[config.mk]
export PLATFORM = sky130hd
export DESIGN_NAME = pixel_alpha_blend_copy
export DESIGN_NICKNAME = d
export VERILOG_FILES = /design/src/rtl/pab_pkg.sv /design/src/rtl/pixel_alpha_blend_copy.sv
export SDC_FILE = /design/constraint.sdc
export NUM_CORES = 2
export LEC_CHECK = 0
export ABC_AREA = 1
export BUFFER_PORTS_ARGS = -buffer_cell sky130_fd_sc_hd__buf_2
export CAP_MARGIN = 20
export CORE_UTILIZATION = 59
export DETAILED_ROUTE_END_ITERATION = 7
export GPL_ROUTABILITY_DRIVEN = 0
export HOLD_SLACK_MARGIN = 0.03
export PLACE_DENSITY = 0.8
export SKIP_CTS_REPAIR_TIMING = 1
export SYNTH_ARGS = -nofsm -noshare
export SYNTH_HDL_FRONTEND = slang
export SYNTH_SLANG_ARGS = --single-unit
[constraint.sdc]
create_clock -name clk -period 6.2 [get_ports clk]
set_input_delay 0.62 -clock clk [delete_from_list [all_inputs] [get_ports clk]]
set_output_delay 0.62 -clock clk [all_outputs]
set_load 0.02 [all_outputs]
[src/rtl/pab_pkg.sv]
// Shared types, register indexes and pixel helper functions for the pixel blend/copy unit.
// No dependencies.

package pab_pkg;

	localparam int unsigned PixW  = 32;
	localparam int unsigned ChanW = 8;
	localparam int unsigned ProdW = 16;
	localparam int unsigned CfgIdxW = 3;
	localparam int unsigned CfgDataW = 8;

	localparam logic [CfgIdxW-1:0] REG_SRC_MAP   = 3'd0;
	localparam logic [CfgIdxW-1:0] REG_SRC_ALPHA = 3'd1;
	localparam logic [CfgIdxW-1:0] REG_DST_MAP   = 3'd2;
	localparam logic [CfgIdxW-1:0] REG_DST_ALPHA = 3'd3;
	localparam logic [CfgIdxW-1:0] REG_BLEND     = 3'd4;

	localparam logic [ChanW-1:0] MapReset  = 8'd228;
	localparam logic [ChanW-1:0] AlphaFull = 8'hff;

	typedef struct packed {
		logic             blend;
		logic [ProdW-1:0] r;
		logic [ProdW-1:0] g;
		logic [ProdW-1:0] b;
		logic [ChanW-1:0] a;
	} stage_t;

	function automatic logic [ChanW-1:0] byte_at(input logic [PixW-1:0] word,
			input logic [1:0] idx);
		logic [ChanW-1:0] res;
		case (idx)
			2'd0: res = word[7:0];
			2'd1: res = word[15:8];
			2'd2: res = word[23:16];
			default: res = word[31:24];
		endcase
		return res;
	endfunction

	function automatic logic [PixW-1:0] place(input logic [ChanW-1:0] v,
			input logic [1:0] idx);
		logic [PixW-1:0] res;
		case (idx)
			2'd0: res = {24'd0, v};
			2'd1: res = {16'd0, v, 8'd0};
			2'd2: res = {8'd0, v, 16'd0};
			default: res = {v, 24'd0};
		endcase
		return res;
	endfunction

	// floor(x/255), exact for x below 65280
	function automatic logic [ChanW-1:0] div255(input logic [ProdW-1:0] x);
		logic [ProdW:0] t;
		t = {1'b0, x} + {9'd0, x[15:8]} + 17'd1;
		return t[15:8];
	endfunction

	function automatic logic [ProdW-1:0] mix(input logic [ChanW-1:0] s,
			input logic [ChanW-1:0] d, input logic [ChanW-1:0] a);
		logic [ProdW-1:0] ps;
		logic [ProdW-1:0] pd;
		ps = ProdW'(s) * ProdW'(a);
		pd = ProdW'(d) * ProdW'(AlphaFull - a);
		return ps + pd;
	endfunction

endpackage

[src/rtl/pixel_alpha_blend_copy.sv]
// Pixel blend/copy unit: unpack, source-over blend and repack of 8-bit RGBA pixels.
// Depends on pab_pkg.

// One pixel pair per clock while the output is not stalled: the first stage unpacks both words
// and, when blending, forms the three alpha products; the second divides the blend products by
// 255 and packs into the output register. Both stages stall together on m_tready; configuration
// is to be written only while no transaction is in flight.
module pixel_alpha_blend_copy (
	input  logic                          clk,
	input  logic                          arst_n,
	input  logic                          cfg_we,
	input  logic [pab_pkg::CfgIdxW-1:0]   cfg_index,
	input  logic [pab_pkg::CfgDataW-1:0]  cfg_data,
	input  logic                          s_tvalid,
	output logic                          s_tready,
	input  logic [63:0]                   s_tdata,   // src_pixel [31:0], dst_pixel [63:32]
	output logic                          m_tvalid,
	input  logic                          m_tready,
	output logic [31:0]                   m_tdata    // out_pixel [31:0]
);

	logic [7:0] src_map_q;
	logic       src_alpha_q;
	logic [7:0] dst_map_q;
	logic       dst_alpha_q;
	logic       blend_q;

	logic              v_s1;
	pab_pkg::stage_t   st_s1;
	pab_pkg::stage_t   st_d;
	logic              v_q;
	logic [31:0]       pix_q;
	logic              out_rdy;
	logic [31:0]       sw, dw;
	logic [7:0]        sr, sg, sb, sa, dr, dg, db;
	logic [7:0]        mr, mg, mb;
	logic [31:0]       packed_pix;

	always_ff @(posedge clk or negedge arst_n) begin
		if (!arst_n) begin
			src_map_q   <= pab_pkg::MapReset;
			src_alpha_q <= 1'b1;
			dst_map_q   <= pab_pkg::MapReset;
			dst_alpha_q <= 1'b1;
			blend_q     <= 1'b0;
		end else if (cfg_we) begin
			case (cfg_index)
				pab_pkg::REG_SRC_MAP:   src_map_q   <= cfg_data;
				pab_pkg::REG_SRC_ALPHA: src_alpha_q <= cfg_data[0];
				pab_pkg::REG_DST_MAP:   dst_map_q   <= cfg_data;
				pab_pkg::REG_DST_ALPHA: dst_alpha_q <= cfg_data[0];
				pab_pkg::REG_BLEND:     blend_q     <= cfg_data[0];
				default: ;
			endcase
		end
	end

	assign out_rdy  = !v_q || m_tready;
	assign s_tready = !v_s1 || out_rdy;

	assign sw = s_tdata[31:0];
	assign dw = s_tdata[63:32];

	always_comb begin
		sr = pab_pkg::byte_at(sw, src_map_q[1:0]);
		sg = pab_pkg::byte_at(sw, src_map_q[3:2]);
		sb = pab_pkg::byte_at(sw, src_map_q[5:4]);
		sa = src_alpha_q ? pab_pkg::byte_at(sw, src_map_q[7:6]) : pab_pkg::AlphaFull;
		dr = pab_pkg::byte_at(dw, dst_map_q[1:0]);
		dg = pab_pkg::byte_at(dw, dst_map_q[3:2]);
		db = pab_pkg::byte_at(dw, dst_map_q[5:4]);
		st_d.blend = blend_q;
		if (blend_q) begin
			st_d.r = pab_pkg::mix(sr, dr, sa);
			st_d.g = pab_pkg::mix(sg, dg, sa);
			st_d.b = pab_pkg::mix(sb, db, sa);
			st_d.a = pab_pkg::AlphaFull;
		end else begin
			st_d.r = {8'd0, sr};
			st_d.g = {8'd0, sg};
			st_d.b = {8'd0, sb};
			st_d.a = sa;
		end
	end

	always_ff @(posedge clk or negedge arst_n) begin
		if (!arst_n) begin
			v_s1 <= 1'b0;
		end else if (s_tready) begin
			v_s1 <= s_tvalid;
		end
	end

	always_ff @(posedge clk) begin
		if (s_tvalid && s_tready) begin
			st_s1 <= st_d;
		end
	end

	always_comb begin
		if (st_s1.blend) begin
			mr = pab_pkg::div255(st_s1.r);
			mg = pab_pkg::div255(st_s1.g);
			mb = pab_pkg::div255(st_s1.b);
		end else begin
			mr = st_s1.r[7:0];
			mg = st_s1.g[7:0];
			mb = st_s1.b[7:0];
		end
		packed_pix = pab_pkg::place(mr, dst_map_q[1:0])
			+ pab_pkg::place(mg, dst_map_q[3:2])
			+ pab_pkg::place(mb, dst_map_q[5:4])
			+ (dst_alpha_q ? pab_pkg::place(st_s1.a, dst_map_q[7:6]) : 32'd0);
	end

	always_ff @(posedge clk or negedge arst_n) begin
		if (!arst_n) begin
			v_q <= 1'b0;
		end else if (out_rdy) begin
			v_q <= v_s1;
		end
	end

	always_ff @(posedge clk) begin
		if (out_rdy && v_s1) begin
			pix_q <= packed_pix;
		end
	end

	assign m_tvalid = v_q;
	assign m_tdata  = pix_q;

	a_stall_holds_s1: assert property (@(posedge clk) disable iff (!arst_n)
		(v_s1 && !out_rdy) |=> v_s1)
		else $error("stage 1 transaction lost while output stalled");

	a_out_from_s1: assert property (@(posedge clk) disable iff (!arst_n)
		$rose(m_tvalid) |-> $past(v_s1))
		else $error("output valid without a stage 1 transaction");

	a_ready_when_empty: assert property (@(posedge clk) disable iff (!arst_n)
		!v_s1 |-> s_tready)
		else $error("input stalled with empty stage 1");

	a_s1_drains: assert property (@(posedge clk) disable iff (!arst_n)
		(v_s1 && out_rdy && !s_tvalid) |=> !v_s1)
		else $error("stage 1 valid not cleared after hand-off");

endmodule

# After elaboration in Yosys (flattened, before gate mapping)
# Cells that the tools add are included.
[totals]
reg_bits = 110
in_bits = 80
out_inout_bits = 34
wordCells = 92
[op_classes]
add_sub_neg = 13
mul = 6
n_eq_ne = 20
muxes = 17
reduce_logical = 20
[ops]
columns = ["cell", "n"]
rows = [
  ["32-bit case mux with 3 select lines", 4],
  ["8-bit case mux with 3 select lines", 7],
  ["32-bit adder", 3],
  ["16-bit by 1-bit adder with 16-bit output (second input constant)", 3],
  ["16-bit adder", 3],
  ["16-bit by 8-bit adder with 16-bit output", 3],
  ["8-bit by 8-bit multiplier with 16-bit output", 3],
  ["48-bit 2-to-1 mux", 1],
  ["8-bit by 16-bit multiplier with 16-bit output", 2],
  ["32-bit 2-to-1 mux", 1],
  ["8-bit 2-to-1 mux", 4],
  ["2-bit by 1-bit equality test with 1-bit output (second input constant)", 8],
  ["2-bit equality test (second input constant)", 8],
  ["2-bit logical NOT", 8],
  ["9-bit by 9-bit multiplier with 16-bit output", 1],
  ["2-bit AND reduction", 5],
  ["8-bit by 8-bit subtractor with 9-bit output (first input constant)", 1],
  ["3-bit by 2-bit equality test with 1-bit output (second input constant)", 2],
  ["3-bit by 1-bit equality test with 1-bit output (second input constant)", 1],
  ["3-bit equality test (second input constant)", 1],
  ["3-bit logical NOT", 1],
  ["1-bit logical AND", 2],
  ["1-bit logical NOT", 2],
  ["1-bit logical OR", 2],
]

# Logic depth before layout (Yosys ltp)
[logic_depth]
word_depth = 7
ltp_mapped = 34
mapped_depth_nobuf = 33

# Worst setup path before layout
# OpenSTA, ideal clock, no wires.
[synth_path]
path_type = "flip-flop to flip-flop"
from = "register src_map_q[7]"
to = "register st_s1[55] (netlist bit) (data pin)"
setup_time_ps = 264
arrival_time_ps = 5971
required_ps = 5936
path_slack_ps = -34
path_stages_with_launch = 27
synth_period_minus_slack_ps = 6234
path_cell_list = "dfstp_2 > inv_1 > nor2_2 > inv_1 > nor2_1 > a221oi_1 > nand3_1 > clkbuf_1 > nand2_1 > fa_1 > fa_1 > inv_1 > fa_1 > fa_1 > fa_1 > inv_1 > fa_1 > inv_1 > ha_1 > a21oi_1 > o21a_1 > o311ai_0 > nand2_1 > nand2_1 > o21ai_0 > o21ai_0 > a21oi_1"
[synth_via]
elab_chain_len = 6
[synth_lines]
columns = ["element", "line_no", "rtl"]
rows = [
  ["from (decl)", "pixel_alpha_blend_copy.sv:22", "logic [7:0] src_map_q;"],
  ["from (signal assigned)", "pixel_alpha_blend_copy.sv:41", "src_map_q <= pab_pkg::MapReset;"],
  ["from (signal assigned)", "pixel_alpha_blend_copy.sv:48", "pab_pkg::REG_SRC_MAP: src_map_q <= cfg_data;"],
  ["2-bit equality test (tied with other cells)", "pab_pkg.sv:32", "case (idx)"],
  ["8-bit case mux with 3 select lines (*)", "pab_pkg.sv:32", ""],
  ["8-bit 2-to-1 mux (*)", "pixel_alpha_blend_copy.sv:68", "sa = src_alpha_q ? pab_pkg::byte_at(sw, src_map_q[7:6]) : pab_pkg::AlphaFull;"],
  ["8-bit by 8-bit subtractor with 9-bit output", "pab_pkg.sv:65", "pd = ProdW'(d) * ProdW'(AlphaFull - a);"],
  ["8-bit by 16-bit multiplier with 16-bit output", "pab_pkg.sv:65", ""],
  ["16-bit adder (*)", "pab_pkg.sv:66", "return ps + pd;"],
  ["to (signal assigned)", "pixel_alpha_blend_copy.sv:96", "st_s1 <= st_d;"],
  ["to (decl)", "pixel_alpha_blend_copy.sv:29", "pab_pkg::stage_t st_s1;"],
]
# Mark *: on every way between the ends. The rest lies on a longest branch, timed or not.
# A chain may end at the register's enable or synchronous reset.

# Worst setup path in the final report
[layout_path]
from = "register src_map_q[2]"
to = "register st_s1[37] (netlist bit) (data pin)"
[layout_via]
elab_chain_len = 4
[layout_lines]
columns = ["element", "line_no", "rtl"]
rows = [
  ["2-bit equality test (tied with other cells)", "pab_pkg.sv:32", ""],
  ["8-bit case mux with 3 select lines (*)", "pab_pkg.sv:32", ""],
  ["8-bit by 8-bit multiplier with 16-bit output (*)", "pab_pkg.sv:64", "ps = ProdW'(s) * ProdW'(a);"],
  ["16-bit adder (*)", "pab_pkg.sv:66", ""],
]
# Marked as above.

==> reports/summary.txt <==
==========================================================================================
Total grt overflow                                                                       0
Setup repair after global routing missed its margin                                   true
Core Area                                                                       38650 um^2
Maximum cell stage delay along the critical path                                   0.62 ns
FF-to-FF setup slack                                                              -0.40 ns
Top sig layer                                                                         met5
Final Slew Violations                                                                    0
Actual slew at the worst max-slew pin                                             1.017 ns
Inserted Clock Buffers                                                                   9
Number of antenna-violating nets in the routed design                                    0
Crit path capture type                                                            register
Most common library cell in the layout ignoring fill and taps                 sky130_fd_sc_hd__inv_1
Post-DR vias/cell                                                                    5.862
Timing-limited maximum frequency                                                0.1514 GHz
Endpoints failing setup                                                                 21
Most used cells in the layout excluding fill and tap cells                    663 x sky130_fd_sc_hd__inv_1, 544 x sky130_fd_sc_hd__nand2_1, 365 x sky130_fd_sc_hd__nor2_1
Worst endpoint required time                                                       6.37 ns
Global-route usage over all layers                                                  37.38%
Routed wire length on met2                                                        34930 um
Slew Limit Headroom                                                                 31.61%
Register area                                                                    3217 um^2
Mean cell area of the mapped netlist                                            7.753 um^2
Violations in the final reports                                               negative setup slack
# IOs                                                                                  114
Clock slew seen by the registers of the worst setup and hold paths                 0.10 ns
Share of synthesized cell area in full adder, half adder and majority cells         43.34%
Top delay family on crit path                                                  adder cells
Sum of routed wire segments on met1                                               25440 um
Capture instance of the worst register-to-register path                          st_s1[37]
Startpoint of the most critical setup path                                    src_map_q[2]
Global-route wire length before repair                                           117400 um
Clock tree root buffer cell                                                   sky130_fd_sc_hd__clkbuf_16
Via count                                                                            22761
Wire length per cell                                                              19.51 um
Number of storage elements in the synthesis netlist                                    110
Chip width                                                                        200.2 um
Reg2reg start                                                                 src_map_q[2]
Number of logic stages on the critical path including buffering                         28
Total number of H-tree levels                                                            3
WL final                                                                          75770 um
Mapped Cells                                                                          2988
Count of input and output buffers                                                      113
Length of the first detailed-routing pass in iterations                                  8
Die outline area                                                                40060 um^2
Post-route fraction of the period consumed by the critical path                     106.5%
Worst min-delay path class                                                    primary input to async pin
Largest area contributor in the netlist                                       sky130_fd_sc_hd__fa_1
Fraction of final layout cells with drive strength greater than 1                   19.49%
Total number of clock tree sinks                                                       110
Detail Route met3 WL                                                               9561 um
CP startpoint kind                                                                register
Via count of the first global-routing pass                                           23432
Clock latency on the worst-skew pair                                               0.40 ns
Clock tree from TritonCTS                                                              yes
Detailed placer's ending HPWL                                                     61500 um
Top cells by area in the synthesized netlist                                  sky130_fd_sc_hd__fa_1 30%, sky130_fd_sc_hd__ha_1 13%, sky130_fd_sc_hd__edfxtp_1 12%
Startpoint-to-endpoint class of the critical path                             register to register
Setup WS post-layout                                                            -0.4043 ns
Ys async rst share                                                                  19.09%
Number of enable flip-flop cells after synthesis                                        89
Initial Utilization                                                                 59.94%
Total of max-cap violations                                                              0
Slowest-stage cell, CP                                                        sky130_fd_sc_hd__dfstp_2
Most common flop cell mapped by yosys                                         sky130_fd_sc_hd__edfxtp_1
Synth cell types                                                                        55
DR DRC count                                                                             0
Area growth from synthesis to layout                                                19.06%
Footprint of the multi-input gates                                              17660 um^2
Maximum count of clock buffers along a single path                                       2
Fraction of synthesized cell area in xor and xnor cells                             1.815%
Number of nets in the layout                                                          4033
Diodes inserted                                                                          0
Drt initial violations                                                                2558
Vertical extent of the die                                                        200.2 um
Maximum net fanout on the critical path                                                 10
Largest net degree at the start of global routing                                       67
Share of the synthesized area in the top cell type                                  30.16%
R2R depth                                                                               28
Mapped cell area                                                                23170 um^2
Final Hold Vio Count                                                                     0
Number of antenna violations at the first check in global routing                        4
Sequential fraction of the synthesis area                                           13.86%
Multiplexer share of the synthesized area                                               0%
Total nets after synthesis                                                            3661
Combinational family with the most area after synthesis                        adder cells
Arrival time at the worst endpoint                                                 6.78 ns
Simple logic cell fraction of the synthesized area                                  18.93%
Synthesis Warnings                                                                       0
FP Rows                                                                                 72
Setup TNS                                                                        -3.170 ns
Critical path destination                                                        st_s1[37]
Compound-gate portion of the synthesized area                                       9.554%
Final setup skew                                                                0.02529 ns
Number of buffers and inverters on the critical path                                     5
Run status                                                                    complete, but fails checks
Final min period                                                                  6.604 ns
Filler Cell Count                                                                     2728
==========================================================================================
## flip-flops by register name (all words and copies together) (netlist names)
| name | count |
|---|---|
| dst_map_q | 8 |
| src_alpha_q | 1 |
| st_s1 | 57 |
| m_tvalid | 1 |
| m_tdata | 32 |
| src_map_q | 8 |
| dst_alpha_q | 1 |
| v_s1 | 1 |
| blend_q | 1 |
## worst min path at each step
stage / slack (ns) / start / to / cells after the start
detailed placement: 0.51 / v_s1 / m_tvalid / 2
floorplan: 0.32 / arst_n / blend_q / 0
global placement: 0.49 / v_s1 / m_tvalid / 2
CTS: 0.18 / arst_n / v_s1 / 1
finish: 0.17 / arst_n / v_s1 / 1
global route: 0.21 / arst_n / v_s1 / 1
## metrics by stage
stage,std cells,worst slack [ns],hold slack [ns],utilization (%),area [um^2]
floorplan,2988,0.05140,0.3244,-,23170
global placement,3848,-0.2357,0.4867,68.28,26390
detailed placement,3848,-0.4321,0.5141,68.28,26390
CTS,3864,-0.4641,0.1775,69.01,26670
global route,3883,-0.6015,0.2095,71.37,27580
finish,3883,-0.4043,0.1671,71.37,27580
## synthesized netlist by cell type (7+ instances only)
cell,n
sky130_fd_sc_hd__inv_1,682
sky130_fd_sc_hd__nand2_1,559
sky130_fd_sc_hd__nor2_1,388
sky130_fd_sc_hd__fa_1,349
sky130_fd_sc_hd__ha_1,244
sky130_fd_sc_hd__o21ai_0,145
sky130_fd_sc_hd__a21oi_1,101
sky130_fd_sc_hd__edfxtp_1,89
sky130_fd_sc_hd__nand3_1,81
sky130_fd_sc_hd__clkbuf_1,44
sky130_fd_sc_hd__o21ai_1,37
sky130_fd_sc_hd__xnor2_1,24
sky130_fd_sc_hd__xor2_1,24
sky130_fd_sc_hd__buf_2,23
sky130_fd_sc_hd__o2111ai_1,16
sky130_fd_sc_hd__or2_2,12
sky130_fd_sc_hd__a22oi_1,11
sky130_fd_sc_hd__dfrtp_1,11
sky130_fd_sc_hd__dfstp_2,10
sky130_fd_sc_hd__nor2_2,10
sky130_fd_sc_hd__o22ai_1,10
sky130_fd_sc_hd__nor3_1,9
sky130_fd_sc_hd__a221oi_1,8
sky130_fd_sc_hd__o21ai_2,8
sky130_fd_sc_hd__nand2_2,7
sky130_fd_sc_hd__nand4_1,7
sky130_fd_sc_hd__o21a_1,7
## routing by layer
metal,vias to the layer above,GRT usage [%]
li1,9920,-
met1,10672,43.46
met2,1627,61.19
met3,536,10.45
met4,6,23.32
met5,-,0
## cell families (layout without fill, tap and decap cells)
| kind of cell | Yosys count | in the layout |
|---|---|---|
| AO/OA/AOI/OAI | 383 | 383 |
| XOR/XNOR | 48 | 48 |
| adder cells (fa/ha/maj) | 593 | 593 |
| buffers and inverters | 762 | 1139 |
| flip-flops | 110 | 110 |
| other | 2 | 2 |
| AND/OR/NAND/NOR | 1090 | 1090 |
## worst reg2reg max path, delay by kind of cell (launching register included)
| kind | cells | cell delay, ns |
|---|---|---|
| adder cells (fa/ha/maj) | 7 | 3.26 |
| AND/OR/NAND/NOR | 14 | 1.39 |
| flip-flops | 1 | 0.62 |
| AO/OA/AOI/OAI | 2 | 0.61 |
| buffers and inverters | 5 | 0.50 |
## area by class of cell
cell class / instances / area share (%)
multi-input cells: 2116 / 64.04
flip-flops and latches: 110 / 11.66
repair buffers: 433 / 11.48
inverters: 690 / 9.436
well taps: 518 / 2.350
clock buffers: 10 / 0.8347
clock inverters: 6 / 0.1905
Power is not shown: default switching activity piles up to over one toggle a cycle in this logic, so the estimate is an artifact.
